### src/hdl/md5bh_pkg.sv
// ----------------------------------------------------------------------------
// md5bh_pkg
// Shared types, constants and functions for the MD5 block hash.
// ----------------------------------------------------------------------------
package md5bh_pkg;

    localparam int unsigned WORD_W  = 32;
    localparam int unsigned BLK_WORDS = 16;
    localparam int unsigned WIDX_W  = $clog2(BLK_WORDS);
    localparam int unsigned RND_W   = 6;

    localparam logic [WORD_W-1:0] IV_A = 32'h67452301;
    localparam logic [WORD_W-1:0] IV_B = 32'hefcdab89;
    localparam logic [WORD_W-1:0] IV_C = 32'h98badcfe;
    localparam logic [WORD_W-1:0] IV_D = 32'h10325476;

    typedef struct packed {
        logic [WORD_W-1:0] message_word;
        logic              last_word;
    } t_in;

    typedef struct packed {
        logic [WORD_W-1:0] digest_a;
        logic [WORD_W-1:0] digest_b;
        logic [WORD_W-1:0] digest_c;
        logic [WORD_W-1:0] digest_d;
    } t_out;

    typedef struct packed {
        logic              wr_en;
        logic [WIDX_W-1:0] wr_addr;
        logic [WIDX_W-1:0] rd_addr;
        logic              rd_zero;
        logic              load_work;
        logic              pre_sum;
        logic              round_en;
        logic [RND_W-1:0]  rnd;
        logic [RND_W-1:0]  k_idx;
        logic              finish;
        logic              emit;
    } t_cmd;

    function automatic logic [WIDX_W-1:0] md5_idx(input logic [RND_W-1:0] rnd);
        logic [WIDX_W-1:0] m;
        logic [WIDX_W-1:0] res;
        m = rnd[WIDX_W-1:0];
        case (rnd[RND_W-1:RND_W-2])
            2'd0:    res = m;
            2'd1:    res = WIDX_W'(m * 4'd5 + 4'd1);
            2'd2:    res = WIDX_W'(m * 4'd3 + 4'd5);
            default: res = WIDX_W'(m * 4'd7);
        endcase
        return res;
    endfunction

    function automatic logic [4:0] md5_s(input logic [RND_W-1:0] rnd);
        logic [4:0] res;
        case ({rnd[RND_W-1:RND_W-2], rnd[1:0]})
            4'd0:    res = 5'd7;
            4'd1:    res = 5'd12;
            4'd2:    res = 5'd17;
            4'd3:    res = 5'd22;
            4'd4:    res = 5'd5;
            4'd5:    res = 5'd9;
            4'd6:    res = 5'd14;
            4'd7:    res = 5'd20;
            4'd8:    res = 5'd4;
            4'd9:    res = 5'd11;
            4'd10:   res = 5'd16;
            4'd11:   res = 5'd23;
            4'd12:   res = 5'd6;
            4'd13:   res = 5'd10;
            4'd14:   res = 5'd15;
            default: res = 5'd21;
        endcase
        return res;
    endfunction

    function automatic logic [WORD_W-1:0] md5_rotl(input logic [WORD_W-1:0] x,
                                                   input logic [4:0] s);
        logic [2*WORD_W-1:0] w;
        w = {x, x} << s;
        return w[2*WORD_W-1:WORD_W];
    endfunction

    function automatic logic [WORD_W-1:0] md5_k(input logic [RND_W-1:0] rnd);
        logic [WORD_W-1:0] k;
        case (rnd)
            6'd0:  k = 32'hd76aa478;  6'd1:  k = 32'he8c7b756;
            6'd2:  k = 32'h242070db;  6'd3:  k = 32'hc1bdceee;
            6'd4:  k = 32'hf57c0faf;  6'd5:  k = 32'h4787c62a;
            6'd6:  k = 32'ha8304613;  6'd7:  k = 32'hfd469501;
            6'd8:  k = 32'h698098d8;  6'd9:  k = 32'h8b44f7af;
            6'd10: k = 32'hffff5bb1;  6'd11: k = 32'h895cd7be;
            6'd12: k = 32'h6b901122;  6'd13: k = 32'hfd987193;
            6'd14: k = 32'ha679438e;  6'd15: k = 32'h49b40821;
            6'd16: k = 32'hf61e2562;  6'd17: k = 32'hc040b340;
            6'd18: k = 32'h265e5a51;  6'd19: k = 32'he9b6c7aa;
            6'd20: k = 32'hd62f105d;  6'd21: k = 32'h02441453;
            6'd22: k = 32'hd8a1e681;  6'd23: k = 32'he7d3fbc8;
            6'd24: k = 32'h21e1cde6;  6'd25: k = 32'hc33707d6;
            6'd26: k = 32'hf4d50d87;  6'd27: k = 32'h455a14ed;
            6'd28: k = 32'ha9e3e905;  6'd29: k = 32'hfcefa3f8;
            6'd30: k = 32'h676f02d9;  6'd31: k = 32'h8d2a4c8a;
            6'd32: k = 32'hfffa3942;  6'd33: k = 32'h8771f681;
            6'd34: k = 32'h6d9d6122;  6'd35: k = 32'hfde5380c;
            6'd36: k = 32'ha4beea44;  6'd37: k = 32'h4bdecfa9;
            6'd38: k = 32'hf6bb4b60;  6'd39: k = 32'hbebfbc70;
            6'd40: k = 32'h289b7ec6;  6'd41: k = 32'heaa127fa;
            6'd42: k = 32'hd4ef3085;  6'd43: k = 32'h04881d05;
            6'd44: k = 32'hd9d4d039;  6'd45: k = 32'he6db99e5;
            6'd46: k = 32'h1fa27cf8;  6'd47: k = 32'hc4ac5665;
            6'd48: k = 32'hf4292244;  6'd49: k = 32'h432aff97;
            6'd50: k = 32'hab9423a7;  6'd51: k = 32'hfc93a039;
            6'd52: k = 32'h655b59c3;  6'd53: k = 32'h8f0ccc92;
            6'd54: k = 32'hffeff47d;  6'd55: k = 32'h85845dd1;
            6'd56: k = 32'h6fa87e4f;  6'd57: k = 32'hfe2ce6e0;
            6'd58: k = 32'ha3014314;  6'd59: k = 32'h4e0811a1;
            6'd60: k = 32'hf7537e82;  6'd61: k = 32'hbd3af235;
            6'd62: k = 32'h2ad7d2bb;  default: k = 32'heb86d391;
        endcase
        return k;
    endfunction

endpackage

### src/hdl/md5bh_ram.sv
// ----------------------------------------------------------------------------
// md5bh_ram
// Generic single-write, single-read RAM with a registered read port.
// ----------------------------------------------------------------------------
module md5bh_ram #(
    parameter int unsigned WIDTH = 32,
    parameter int unsigned DEPTH = 16
) (
    input  logic                     i_clk,
    input  logic                     i_wr_en,
    input  logic [$clog2(DEPTH)-1:0] i_wr_addr,
    input  logic [WIDTH-1:0]         i_wr_data,
    input  logic [$clog2(DEPTH)-1:0] i_rd_addr,
    output logic [WIDTH-1:0]         o_rd_data
);

    logic [WIDTH-1:0] r_mem [DEPTH];
    logic [WIDTH-1:0] r_rd_data;

    always_ff @(posedge i_clk) begin
        if (i_wr_en) begin
            r_mem[i_wr_addr] <= i_wr_data;
        end
        r_rd_data <= r_mem[i_rd_addr];
    end

    assign o_rd_data = r_rd_data;

endmodule

### src/hdl/md5bh_ctrl.sv
// ----------------------------------------------------------------------------
// md5bh_ctrl
// Sequencer: collects words, steps the 64 rounds and hands off the digest.
// ----------------------------------------------------------------------------
module md5bh_ctrl (
    input  logic             i_clk,
    input  logic             i_rst_n,
    input  logic             i_in_valid,
    input  logic             i_last_word,
    output logic             o_in_stall,
    output logic             o_out_valid,
    input  logic             i_out_stall,
    output md5bh_pkg::t_cmd  o_cmd
);

    localparam logic [2:0] S_IDLE  = 3'd0;
    localparam logic [2:0] S_RD0   = 3'd1;
    localparam logic [2:0] S_RD1   = 3'd2;
    localparam logic [2:0] S_ROUND = 3'd3;
    localparam logic [2:0] S_FINAL = 3'd4;

    logic [2:0]                     r_state, n_state;
    logic [md5bh_pkg::WIDX_W-1:0]   r_count, n_count;
    logic [md5bh_pkg::RND_W-1:0]    r_rnd, n_rnd;
    logic                           r_last, n_last;
    logic [md5bh_pkg::WIDX_W:0]     r_fill, n_fill;
    logic                           r_out_valid, n_out_valid;
    logic                           accept;
    logic                           blk_done;
    logic [md5bh_pkg::RND_W-1:0]    rd_rnd;

    assign o_in_stall  = (r_state != S_IDLE);
    assign o_out_valid = r_out_valid;
    assign accept      = i_in_valid && (r_state == S_IDLE);
    assign blk_done    = (r_count == md5bh_pkg::WIDX_W'(md5bh_pkg::BLK_WORDS - 1))
                         || i_last_word;

    always_comb begin
        n_state     = r_state;
        n_count     = r_count;
        n_rnd       = r_rnd;
        n_last      = r_last;
        n_fill      = r_fill;
        n_out_valid = r_out_valid && i_out_stall;
        rd_rnd      = '0;

        o_cmd          = '0;
        o_cmd.wr_addr  = r_count;
        o_cmd.rnd      = r_rnd;

        unique case (r_state)
            S_IDLE: begin
                if (accept) begin
                    o_cmd.wr_en = 1'b1;
                    if (blk_done) begin
                        n_count = '0;
                        n_last  = i_last_word;
                        n_fill  = {1'b0, r_count} + 1'b1;
                        n_state = S_RD0;
                    end else begin
                        n_count = r_count + 1'b1;
                    end
                end
            end
            S_RD0: begin
                rd_rnd          = '0;
                o_cmd.load_work = 1'b1;
                n_rnd           = '0;
                n_state         = S_RD1;
            end
            S_RD1: begin
                rd_rnd        = md5bh_pkg::RND_W'(1);
                o_cmd.pre_sum = 1'b1;
                o_cmd.k_idx   = '0;
                n_state       = S_ROUND;
            end
            S_ROUND: begin
                rd_rnd         = r_rnd + md5bh_pkg::RND_W'(2);
                o_cmd.round_en = 1'b1;
                o_cmd.k_idx    = r_rnd + 1'b1;
                n_rnd          = r_rnd + 1'b1;
                if (r_rnd == '1) begin
                    n_state = S_FINAL;
                end
            end
            S_FINAL: begin
                if (!r_last) begin
                    o_cmd.finish = 1'b1;
                    n_state      = S_IDLE;
                end else if (!r_out_valid || !i_out_stall) begin
                    o_cmd.emit  = 1'b1;
                    n_out_valid = 1'b1;
                    n_state     = S_IDLE;
                end
            end
            default: begin
                n_state = S_IDLE;
            end
        endcase

        o_cmd.rd_addr = md5bh_pkg::md5_idx(rd_rnd);
        o_cmd.rd_zero = ({1'b0, o_cmd.rd_addr} >= r_fill);
    end

    always_ff @(posedge i_clk) begin
        if (!i_rst_n) begin
            r_state     <= S_IDLE;
            r_count     <= '0;
            r_rnd       <= '0;
            r_last      <= 1'b0;
            r_fill      <= '0;
            r_out_valid <= 1'b0;
        end else begin
            r_state     <= n_state;
            r_count     <= n_count;
            r_rnd       <= n_rnd;
            r_last      <= n_last;
            r_fill      <= n_fill;
            r_out_valid <= n_out_valid;
        end
    end

endmodule

### src/hdl/md5bh_dp.sv
// ----------------------------------------------------------------------------
// md5bh_dp
// Datapath: block word RAM, one MD5 round unit and the chaining words.
// ----------------------------------------------------------------------------
module md5bh_dp (
    input  logic                           i_clk,
    input  logic                           i_rst_n,
    input  md5bh_pkg::t_cmd                i_cmd,
    input  logic [md5bh_pkg::WORD_W-1:0]   i_message_word,
    output md5bh_pkg::t_out                o_out_data
);

    logic [md5bh_pkg::WORD_W-1:0] r_chain_a, r_chain_b, r_chain_c, r_chain_d;
    logic [md5bh_pkg::WORD_W-1:0] r_a, r_b, r_c, r_d;
    logic [md5bh_pkg::WORD_W-1:0] r_sum;
    logic                         r_zero;
    md5bh_pkg::t_out              r_out;
    logic [md5bh_pkg::WORD_W-1:0] ram_q;
    logic [md5bh_pkg::WORD_W-1:0] m_word;
    logic [md5bh_pkg::WORD_W-1:0] f_val;
    logic [md5bh_pkg::WORD_W-1:0] n_b;
    logic [md5bh_pkg::WORD_W-1:0] n_sum;
    logic [md5bh_pkg::WORD_W-1:0] sum_base;
    logic [md5bh_pkg::WORD_W-1:0] new_a, new_b, new_c, new_d;

    md5bh_ram #(
        .WIDTH (md5bh_pkg::WORD_W),
        .DEPTH (md5bh_pkg::BLK_WORDS)
    ) u_ram (
        .i_clk     (i_clk),
        .i_wr_en   (i_cmd.wr_en),
        .i_wr_addr (i_cmd.wr_addr),
        .i_wr_data (i_message_word),
        .i_rd_addr (i_cmd.rd_addr),
        .o_rd_data (ram_q)
    );

    assign m_word = r_zero ? '0 : ram_q;

    always_comb begin
        case (i_cmd.rnd[md5bh_pkg::RND_W-1:md5bh_pkg::RND_W-2])
            2'd0:    f_val = (r_b & r_c) | (~r_b & r_d);
            2'd1:    f_val = (r_d & r_b) | (~r_d & r_c);
            2'd2:    f_val = r_b ^ r_c ^ r_d;
            default: f_val = r_c ^ (r_b | ~r_d);
        endcase
    end

    assign n_b      = r_b + md5bh_pkg::md5_rotl(r_sum + f_val,
                                                md5bh_pkg::md5_s(i_cmd.rnd));
    assign sum_base = i_cmd.pre_sum ? r_a : r_d;
    assign n_sum    = sum_base + md5bh_pkg::md5_k(i_cmd.k_idx) + m_word;

    assign new_a = r_chain_a + r_a;
    assign new_b = r_chain_b + r_b;
    assign new_c = r_chain_c + r_c;
    assign new_d = r_chain_d + r_d;

    always_ff @(posedge i_clk) begin
        r_zero <= i_cmd.rd_zero;
        if (i_cmd.load_work) begin
            r_a <= r_chain_a;
            r_b <= r_chain_b;
            r_c <= r_chain_c;
            r_d <= r_chain_d;
        end else if (i_cmd.round_en) begin
            r_a <= r_d;
            r_b <= n_b;
            r_c <= r_b;
            r_d <= r_c;
        end
        if (i_cmd.pre_sum || i_cmd.round_en) begin
            r_sum <= n_sum;
        end
        if (i_cmd.emit) begin
            r_out.digest_a <= new_a;
            r_out.digest_b <= new_b;
            r_out.digest_c <= new_c;
            r_out.digest_d <= new_d;
        end
    end

    always_ff @(posedge i_clk) begin
        if (!i_rst_n || i_cmd.emit) begin
            r_chain_a <= md5bh_pkg::IV_A;
            r_chain_b <= md5bh_pkg::IV_B;
            r_chain_c <= md5bh_pkg::IV_C;
            r_chain_d <= md5bh_pkg::IV_D;
        end else if (i_cmd.finish) begin
            r_chain_a <= new_a;
            r_chain_b <= new_b;
            r_chain_c <= new_c;
            r_chain_d <= new_d;
        end
    end

    assign o_out_data = r_out;

endmodule

### src/hdl/md5_block_hash.sv
// ----------------------------------------------------------------------------
// md5_block_hash
// MD5 compression over an already padded stream of little-endian words.
// ----------------------------------------------------------------------------
// Words are taken one per cycle while the block collects a 16-word block.
// The transfer that completes a block, or that carries last_word, starts a
// compression that holds the input stalled: S_RD0 and S_RD1 prefetch message
// words from the block RAM, S_ROUND runs the single round unit at one round
// per cycle, and S_FINAL folds the result into the chaining words or, for the
// last block, into the output register. Words after an early last_word in a
// block are treated as zero. After a message ends, the digest waits in an
// output register while new words are already accepted; a further digest is
// held back until that one is taken.
module md5_block_hash (
    input  logic            i_clk,
    input  logic            i_rst_n,
    input  logic            i_in_valid,
    output logic            o_in_stall,
    input  md5bh_pkg::t_in  i_in_data,
    output logic            o_out_valid,
    input  logic            i_out_stall,
    output md5bh_pkg::t_out o_out_data
);

    md5bh_pkg::t_cmd cmd;

    md5bh_ctrl u_ctrl (
        .i_clk       (i_clk),
        .i_rst_n     (i_rst_n),
        .i_in_valid  (i_in_valid),
        .i_last_word (i_in_data.last_word),
        .o_in_stall  (o_in_stall),
        .o_out_valid (o_out_valid),
        .i_out_stall (i_out_stall),
        .o_cmd       (cmd)
    );

    md5bh_dp u_dp (
        .i_clk          (i_clk),
        .i_rst_n        (i_rst_n),
        .i_cmd          (cmd),
        .i_message_word (i_in_data.message_word),
        .o_out_data     (o_out_data)
    );

endmodule

### config.mk
export PLATFORM = sky130hd
export DESIGN_NAME = md5_block_hash
export DESIGN_NICKNAME = d
export VERILOG_FILES = /design/src/hdl/md5bh_pkg.sv /design/src/hdl/md5bh_ram.sv /design/src/hdl/md5bh_ctrl.sv /design/src/hdl/md5bh_dp.sv /design/src/hdl/md5_block_hash.sv
export SDC_FILE = /design/constraint.sdc
export NUM_CORES = 2
export LEC_CHECK = 0
export ABC_AREA = 0
export BUFFER_PORTS_ARGS = -buffer_cell sky130_fd_sc_hd__buf_2
export CORE_MARGIN = 1
export CORE_UTILIZATION = 40
export DETAILED_ROUTE_END_ITERATION = 6
export HOLD_SLACK_MARGIN = 0.12
export PLACE_DENSITY = 0.54
export SYNTH_ARGS = -nofsm -noshare
export SYNTH_HDL_FRONTEND = slang
export SYNTH_HIERARCHICAL = 1
export SYNTH_SLANG_ARGS = --single-unit
### constraint.sdc
create_clock -name i_clk -period 12.9 [get_ports i_clk]
set_input_delay 1.935 -clock i_clk [delete_from_list [all_inputs] [get_ports i_clk]]
set_output_delay 1.935 -clock i_clk [all_outputs]
set_load 0.005 [all_outputs]
* Yosys cells after proc, flatten, opt, wreduce, memory -nomap -nowiden
Memory sizes are Yosys's and may differ from the RTL's. A register that Yosys moved wholly into a read port is not among the register bits.
Index checks and enable logic that the tools add are counted.
** Word-level totals
- Bits in registers :: 437
- Bits in writable memories :: 512
- Memory bits (read-only) :: 2128
- Bits of input ports :: 37
- Logic and storage cells :: 124
- Memories kept :: 3
** Memory list
- (name not given) :: words 64, width 32, rd ports 1, clocked after memory_dff 0, wr ports 0, line md5bh_pkg.sv:88 : case (rnd)
- u_dp.u_ram.r_mem :: words 16, width 32, rd ports 1, clocked after memory_dff 1, wr ports 1, line md5bh_ram.sv:17 : logic [WIDTH-1:0] r_mem [DEPTH];
- (name not given) :: words 16, width 5, rd ports 1, clocked after memory_dff 1, wr ports 0, line md5bh_pkg.sv:58 : case ({rnd[RND_W-1:RND_W-2], rnd[1:0]})
** Operators by class
- Add/sub/neg operators :: 14
- Multipliers :: 3
- $lt $le $gt $ge :: 1
- Equal/unequal tests :: 14
- Shift operators :: 1
- Mux-type cells :: 38
- Bitwise logic cells :: 12
- Reduce and logical (&&, ||, !) cells :: 18
** Operators with widths (count)
- 32-bit 2-to-1 mux :: 10
- 32-bit adder :: 8
- 32-bit bitwise AND :: 4
- 32-bit bitwise OR :: 3
- 32-bit one-hot mux with 3 select lines :: 1
- 32-bit XOR :: 3
- 32-bit NOT :: 2
- 64-bit by 5-bit << shifter with 64-bit output :: 1
- 6-bit one-hot mux with 2 select lines :: 2
- 3-bit 2-to-1 mux :: 5
- 3-bit one-hot mux with 5 select lines :: 1
- 1-bit 2-to-1 mux :: 13
- 4-bit 2-to-1 mux :: 3
- 4-bit one-hot mux with 3 select lines :: 1
- 4-bit by 1-bit adder with 4-bit output, second input constant :: 2
- 4-bit by 3-bit multiplier with 4-bit output, second input constant :: 2
- 6-bit by 1-bit adder with 6-bit output, second input constant :: 1
- 6-bit by 2-bit adder with 6-bit output, second input constant :: 1
- 3-bit by 2-bit == test with 1-bit output, second input constant :: 2
- 6-bit == test, second input constant :: 1
- 6-bit 2-to-1 mux :: 1
- 2-bit by 1-bit inequality test with 1-bit output, second input constant :: 3
- 4-bit by 1-bit adder with 5-bit output, second input constant :: 1
- 4-bit by 5-bit greater-or-equal comparator with 1-bit output :: 1
- 19 further kinds :: 29

* Logic depth before layout (Yosys ltp)
- Depth after elaboration :: 9
- Gate-level depth with buffers :: 35
- Mapped depth without buffers :: 32

* By module
Netlist, hierarchy kept.
** By module, submodules not included
- md5bh_dp :: times used 1, cells each 3934, area an instance 34558.1 µm², seq. area each 11230.8 µm²
- md5bh_ram :: times used 1, cells each 838, area an instance 19854.0 µm², seq. area each 16015.4 µm²
- md5bh_ctrl :: times used 1, cells each 188, area an instance 1532.7 µm², seq. area each 400.4 µm²

* Worst setup path after synthesis
OpenSTA, ideal clock, no wires.
- Path kind :: input to register
- Start :: in i_out_stall
- End :: reg u_dp/r_chain_a[20] in the netlist's numbering
- Library setup time :: 0.132 ns
- Data arrival time :: 9.381 ns
- Slack :: 3.387 ns
- Stages on the path :: 6
- Path buffers :: 3
- Cells stage by stage :: a21oi_1 > nand2b_1 > clkbuf_1 > clkbuf_1 > buf_1 > nor3_1
** Between the ends
- Longest elaborated chain between the ends :: 6
** Ends and longest elaborated chain
- start: declaration :: line md5_block_hash.sv:21 : input logic i_out_stall,
- 1-bit logical NOT :: line md5bh_ctrl.sv:90 : end else if (!r_out_valid || !i_out_stall) begin
- 1-bit logical OR :: line md5bh_ctrl.sv:90
- 1-bit 2-to-1 mux :: line md5bh_ctrl.sv:90
- 1-bit 2-to-1 mux :: line md5bh_ctrl.sv:87 : if (!r_last) begin
- 2-bit 2-to-1 mux :: line md5bh_ctrl.sv:51 : unique case (r_state)
- 1-bit logical OR :: line md5bh_dp.sv:84 : if (!i_rst_n || i_cmd.emit) begin
- end signal: assignment :: line md5bh_dp.sv:85 : r_chain_a <= md5bh_pkg::IV_A;
- end signal: assignment :: line md5bh_dp.sv:90 : r_chain_a <= new_a;
- end: declaration :: line md5bh_dp.sv:13 : logic [md5bh_pkg::WORD_W-1:0] r_chain_a, r_chain_b, r_chain_c, r_chain_d;
Every way passes these cells.
A chain may end at the register's enable or synchronous reset.

* Final worst setup path
- Start :: reg u_ctrl/r_rnd[4] in the netlist's numbering
- End :: reg u_dp/r_b[31] in the netlist's numbering, data pin
** Between the ends
- Longest elaborated chain between the ends :: 7
- Elaborated cells between the ends (all ways) :: 9
- Those cells by class :: add/sub: 2; eq/ne: 2; shift: 1; mux: 3; reduce/logical: 1
** Ends and longest elaborated chain
- start: declaration :: line md5bh_ctrl.sv:24 : logic [md5bh_pkg::RND_W-1:0] r_rnd, n_rnd;
- start signal: assignment :: line md5bh_ctrl.sv:116 : r_rnd <= n_rnd;
- 2-bit == test, or another cell as far along :: line md5bh_dp.sv:41 : case (i_cmd.rnd[md5bh_pkg::RND_W-1:md5bh_pkg::RND_W-2])
- 32-bit one-hot mux with 3 select lines * :: line md5bh_dp.sv:41
- 32-bit adder * :: line md5bh_dp.sv:49 : assign n_b = r_b + md5bh_pkg::md5_rotl(r_sum + f_val,
- 64-bit by 5-bit << shifter with 64-bit output * :: line md5bh_pkg.sv:82 : w = {x, x} << s;
- 32-bit adder * :: line md5bh_dp.sv:49
- 32-bit 2-to-1 mux * :: line md5bh_dp.sv:66 : end else if (i_cmd.round_en) begin
- 32-bit 2-to-1 mux * :: line md5bh_dp.sv:61 : if (i_cmd.load_work) begin
- end signal: assignment :: line md5bh_dp.sv:63 : r_b <= r_chain_b;
- end signal: assignment :: line md5bh_dp.sv:68 : r_b <= n_b;
- end: declaration :: line md5bh_dp.sv:14 : logic [md5bh_pkg::WORD_W-1:0] r_a, r_b, r_c, r_d;
Mark *: on every way between the ends. The rest lies on a longest branch, timed or not. The select of a mux whose other input is x is not followed.

==> metrics.txt <==
final-report max-slew violation count 0; GRT Resource Usage Total 23.1%; Hold Buf Count CTS 0; Die Y-Extent 376 um; number of filler cells placed in the layout approximately 13000; Non-Filler Instances between 7000 and 8000; cells on worst reg2reg path 31; most area-consuming cells after synthesis sky130_fd_sc_hd__edfxtp_1 (43%), sky130_fd_sc_hd__dfxtp_1 (6.5%), sky130_fd_sc_hd__ha_1 (6.2%); time the final worst path needs with I/O delays and setup 9340 ps; most instantiated library cell after synthesis sky130_fd_sc_hd__edfxtp_1; outcome completed; slack of the critical path 3560 ps; cell mode on critical path sky130_fd_sc_hd__a21oi_1; final antenna-violating net count 0; total placed cells including tap cells around 6800; Reg power frac 33.8%; kind of cell with the highest combined delay on the critical path compound AO/OA/AOI/OAI gates; area fraction of the dominant cell type after synthesis a little over two fifths; growth of design area from synthesis to finish 11.8%; fin crit share 72.4%; antenna violations before repair 5; FF/Latch Area between 20000 and 30000 um^2; Async SR Flop Fraction 0%; vias in the first global route 38100; cell chosen for the clock root sky130_fd_sc_hd__clkbuf_16; initial cell density of the core 40.5%; average cell area after synthesis 11.3 um^2; number of warnings reported in the yosys synthesis log 6; worst reg2reg startpoint u_ctrl/r_rnd[4]$_SDFFE_PN0P_; H-Tree Level Count 3; post-synthesis instance area between 50000 and 60000 um^2; total number of vias ~41000; worst hold path stage count 1; total core area 138000 um^2; Net Switching between 4 and 5 mW; worst min-delay path endpoint u_dp/r_zero$_DFF_P_; biggest fanout along the worst timing path 97; Post-Synthesis Net Count 5316; worst setup timing slack at the placement stage approximately 3700 ps; worst setup slack for register-to-register paths 3560 ps; post-detail-place hpwl 114000 um; critical-path cell with the highest stage delay sky130_fd_sc_hd__buf_4; number of maximum-capacitance violations 0; worst-case vdd ir drop roughly 0.12 mV; area occupied by multi-input gates between 20000 and 30000 um^2; number of setup violations in the final report 0; design internal power between 7 and 8 mW; proportion of power drawn by the clock network between 20% and 30%; RSZ-0062 raised after global routing false; worst hold path type reg2reg; share of total power in combinational logic roughly two fifths; clock insertion delay at the later pin of the skew report around 760 ps; critical path class reg2reg; max reg flops about 500; routed length per instance approximately 24 um; number of core rows 136; Yosys cell types approximately 100; count of buffers from port buffering between 150 and 200; sort of element at the start of the critical path flip-flop; Layout Skew around 73 ps; Remaining DRCs 0; Max Fclk around 0.11 GHz; number of setup buffers added after CTS 0; Total Die Area 141000 um^2; global route total overflow 0; number of detailed-routing iterations run before antenna repair 7; Required @ worst endpoint between 10000 and 15000 ps; first-pass GRT wire length 246000 um; number of clock buffers inserted by TritonCTS 106; number of clock sinks seen by CTS around 980; number of buffers between clock root and the deepest sink 3; clock slew at the register clock pins of the worst setup and hold paths 60 ps; number of design-rule violations left by the first detailed-router iteration roughly 3400; Top reg by flops u_dp/u_ram/r_mem; tightest slew margin relative to the limit between 10% and 20%; final weighted congestion of routability-driven global placement about 0.94; switching share of total power about 38%; number of hold-slack violations in the final timing report 0; post-cts repair resize count 0; Synth top cells by count sky130_fd_sc_hd__edfxtp_1 (800), sky130_fd_sc_hd__a21oi_1 (452), sky130_fd_sc_hd__nand2_1 (417), sky130_fd_sc_hd__nor2_1 (388), sky130_fd_sc_hd__ha_1 (276); I/O pin count 167; beginning of the worst hold path u_ctrl/r_fill[4]$_SDFFE_PN0P_; per-cell via count in the routed design about 5.8; actual transition at the worst max-transition pin approximately 1300 ps; power per unit of standard cell area 193 nW/um^2; floorplan die width between 300 and 400 um; share of final-layout standard cells stronger than drive strength 1 ~15%; number of standard cells after synthesis a little under 5000; Arrival @ worst endpoint between 9000 and 10000 ps; Post-synth EDFFs 800; NumNets Final approximately 5400; buffering stage count on the worst path with inverters included 1; cell taking the most area after synthesis sky130_fd_sc_hd__edfxtp_1; dominant synthesized flop cell sky130_fd_sc_hd__edfxtp_1; reg-to-reg critical path endpoint u_dp/r_b[31]$_DFFE_PP_; Leakage Power ~22 nW; final sum of negative setup slack 0 ps; CTS tree built; sequential element share of the synthesized area 49.4%; Crit. End Element flip-flop; Routed Wire Length between 150000 and 200000 um; maximum number of pins on one net before global-route repair 135; post-synthesis register bit count roughly 1000; worst stage delay on the critical path around 800 ps; PnR Total Power approximately 12 mW
cell usage in the layout (no fill, tap or decap), types with 33 or more instances in the layout:
cell / Yosys / routed
sky130_fd_sc_hd__xor2_1: 65 / 64
sky130_fd_sc_hd__a31oi_1: 70 / 70
sky130_fd_sc_hd__ha_1: 276 / 276
sky130_fd_sc_hd__clkbuf_16: 0 / 107
sky130_fd_sc_hd__mux2i_1: 137 / 136
sky130_fd_sc_hd__buf_2: 12 / 166
sky130_fd_sc_hd__mux4_2: 140 / 140
sky130_fd_sc_hd__clkbuf_1: 164 / 35
sky130_fd_sc_hd__nand3_1: 72 / 72
sky130_fd_sc_hd__nand2_1: 417 / 417
sky130_fd_sc_hd__a22oi_1: 75 / 75
sky130_fd_sc_hd__o21a_1: 33 / 33
sky130_fd_sc_hd__o211ai_1: 44 / 44
sky130_fd_sc_hd__xnor2_1: 144 / 142
sky130_fd_sc_hd__fa_1: 43 / 43
sky130_fd_sc_hd__dfxtp_1: 181 / 179
sky130_fd_sc_hd__nor3b_1: 38 / 38
sky130_fd_sc_hd__o21ai_0: 256 / 254
sky130_fd_sc_hd__nor2_1: 388 / 371
sky130_fd_sc_hd__nor3_1: 129 / 124
sky130_fd_sc_hd__a21oi_1: 452 / 449
sky130_fd_sc_hd__mux2_2: 141 / 141
sky130_fd_sc_hd__a211oi_1: 45 / 45
sky130_fd_sc_hd__a21o_1: 83 / 83
sky130_fd_sc_hd__nor2b_1: 71 / 68
sky130_fd_sc_hd__inv_1: 146 / 145
sky130_fd_sc_hd__edfxtp_1: 800 / 800
sky130_fd_sc_hd__nand2b_1: 45 / 44
sky130_fd_sc_hd__buf_4: 12 / 72
logic make-up (layout without fill, tap and decap cells):
group,Yosys count,count (layout),share of synthesized area (%)
AOI/OAI and AO/OA,1311,1311,14.8
xor gates and xnor gates,211,211,3.34
adders and majority gates,320,320,7.73
buffers and inverters,404,594,2.87
DFF,981,981,49.4
muxes,419,419,11.0
other,0,3,0
and+or+nand+nor,1314,1314,10.9
per-layer routing:
layer / vias to the layer above / part of all wire, % / GRT usage (%) / wire (um)
met5: - / 0.014 / 0 / 23
met4: 4 / 3.8 / 8.66 / 6360
met3: 275 / 5.2 / 2.62 / 8660
met2: 1257 / 47 / 37.7 / 78200
met1: 20000 / 44 / 31.6 / 74400
li1: 19000 / - / - / -
power by group through the flow:
stage	Combinational [mW]	Clock [mW]	Sequential, mW
floorplan	3.48	0	3.97
global placement	4.78	0	4.14
detailed placement	4.80	0	4.15
CTS	4.83	3.18	4.08
global route	5.33	3.30	4.09
finish	4.87	3.12	4.09
how the worst max path moves through the flow:
stage	startpoint	end	cells after the start
global route	u_ctrl/r_rnd[4]$_SDFFE_PN0P_	u_dp/r_b[31]$_DFFE_PP_	31
CTS	u_ctrl/r_rnd[4]$_SDFFE_PN0P_	u_dp/r_b[31]$_DFFE_PP_	31
floorplan	i_out_stall	u_dp/r_chain_a[20]$_SDFFE_PP0P_	6
finish	u_ctrl/r_rnd[4]$_SDFFE_PN0P_	u_dp/r_b[31]$_DFFE_PP_	31
detailed placement	u_ctrl/r_rnd[4]$_SDFFE_PN0P_	u_dp/r_b[31]$_DFFE_PP_	31
global placement	u_ctrl/r_rnd[4]$_SDFFE_PN0P_	u_dp/r_b[31]$_DFFE_PP_	31
through the flow:
stage	hold WS (ps)	cell area (um^2)	util, %
finish	463	62500	45.3
global route	476	62500	45.3
CTS	465	62500	45.3
detailed placement	449	59000	42.7
global placement	457	59000	42.7
floorplan	392	55900	-
layout make-up:
class / instances / area share, %
sequential: 981 / 44.2
multi-input combinational: 3575 / 43.1
clock buffer: 147 / 4.60
tap: 1863 / 3.73
timing repair buffer: 240 / 2.26
clock inverter: 55 / 1.13
inverter: 152 / 0.920
antenna: 3 / 0.0120
(Power assumes the default switching activity.)
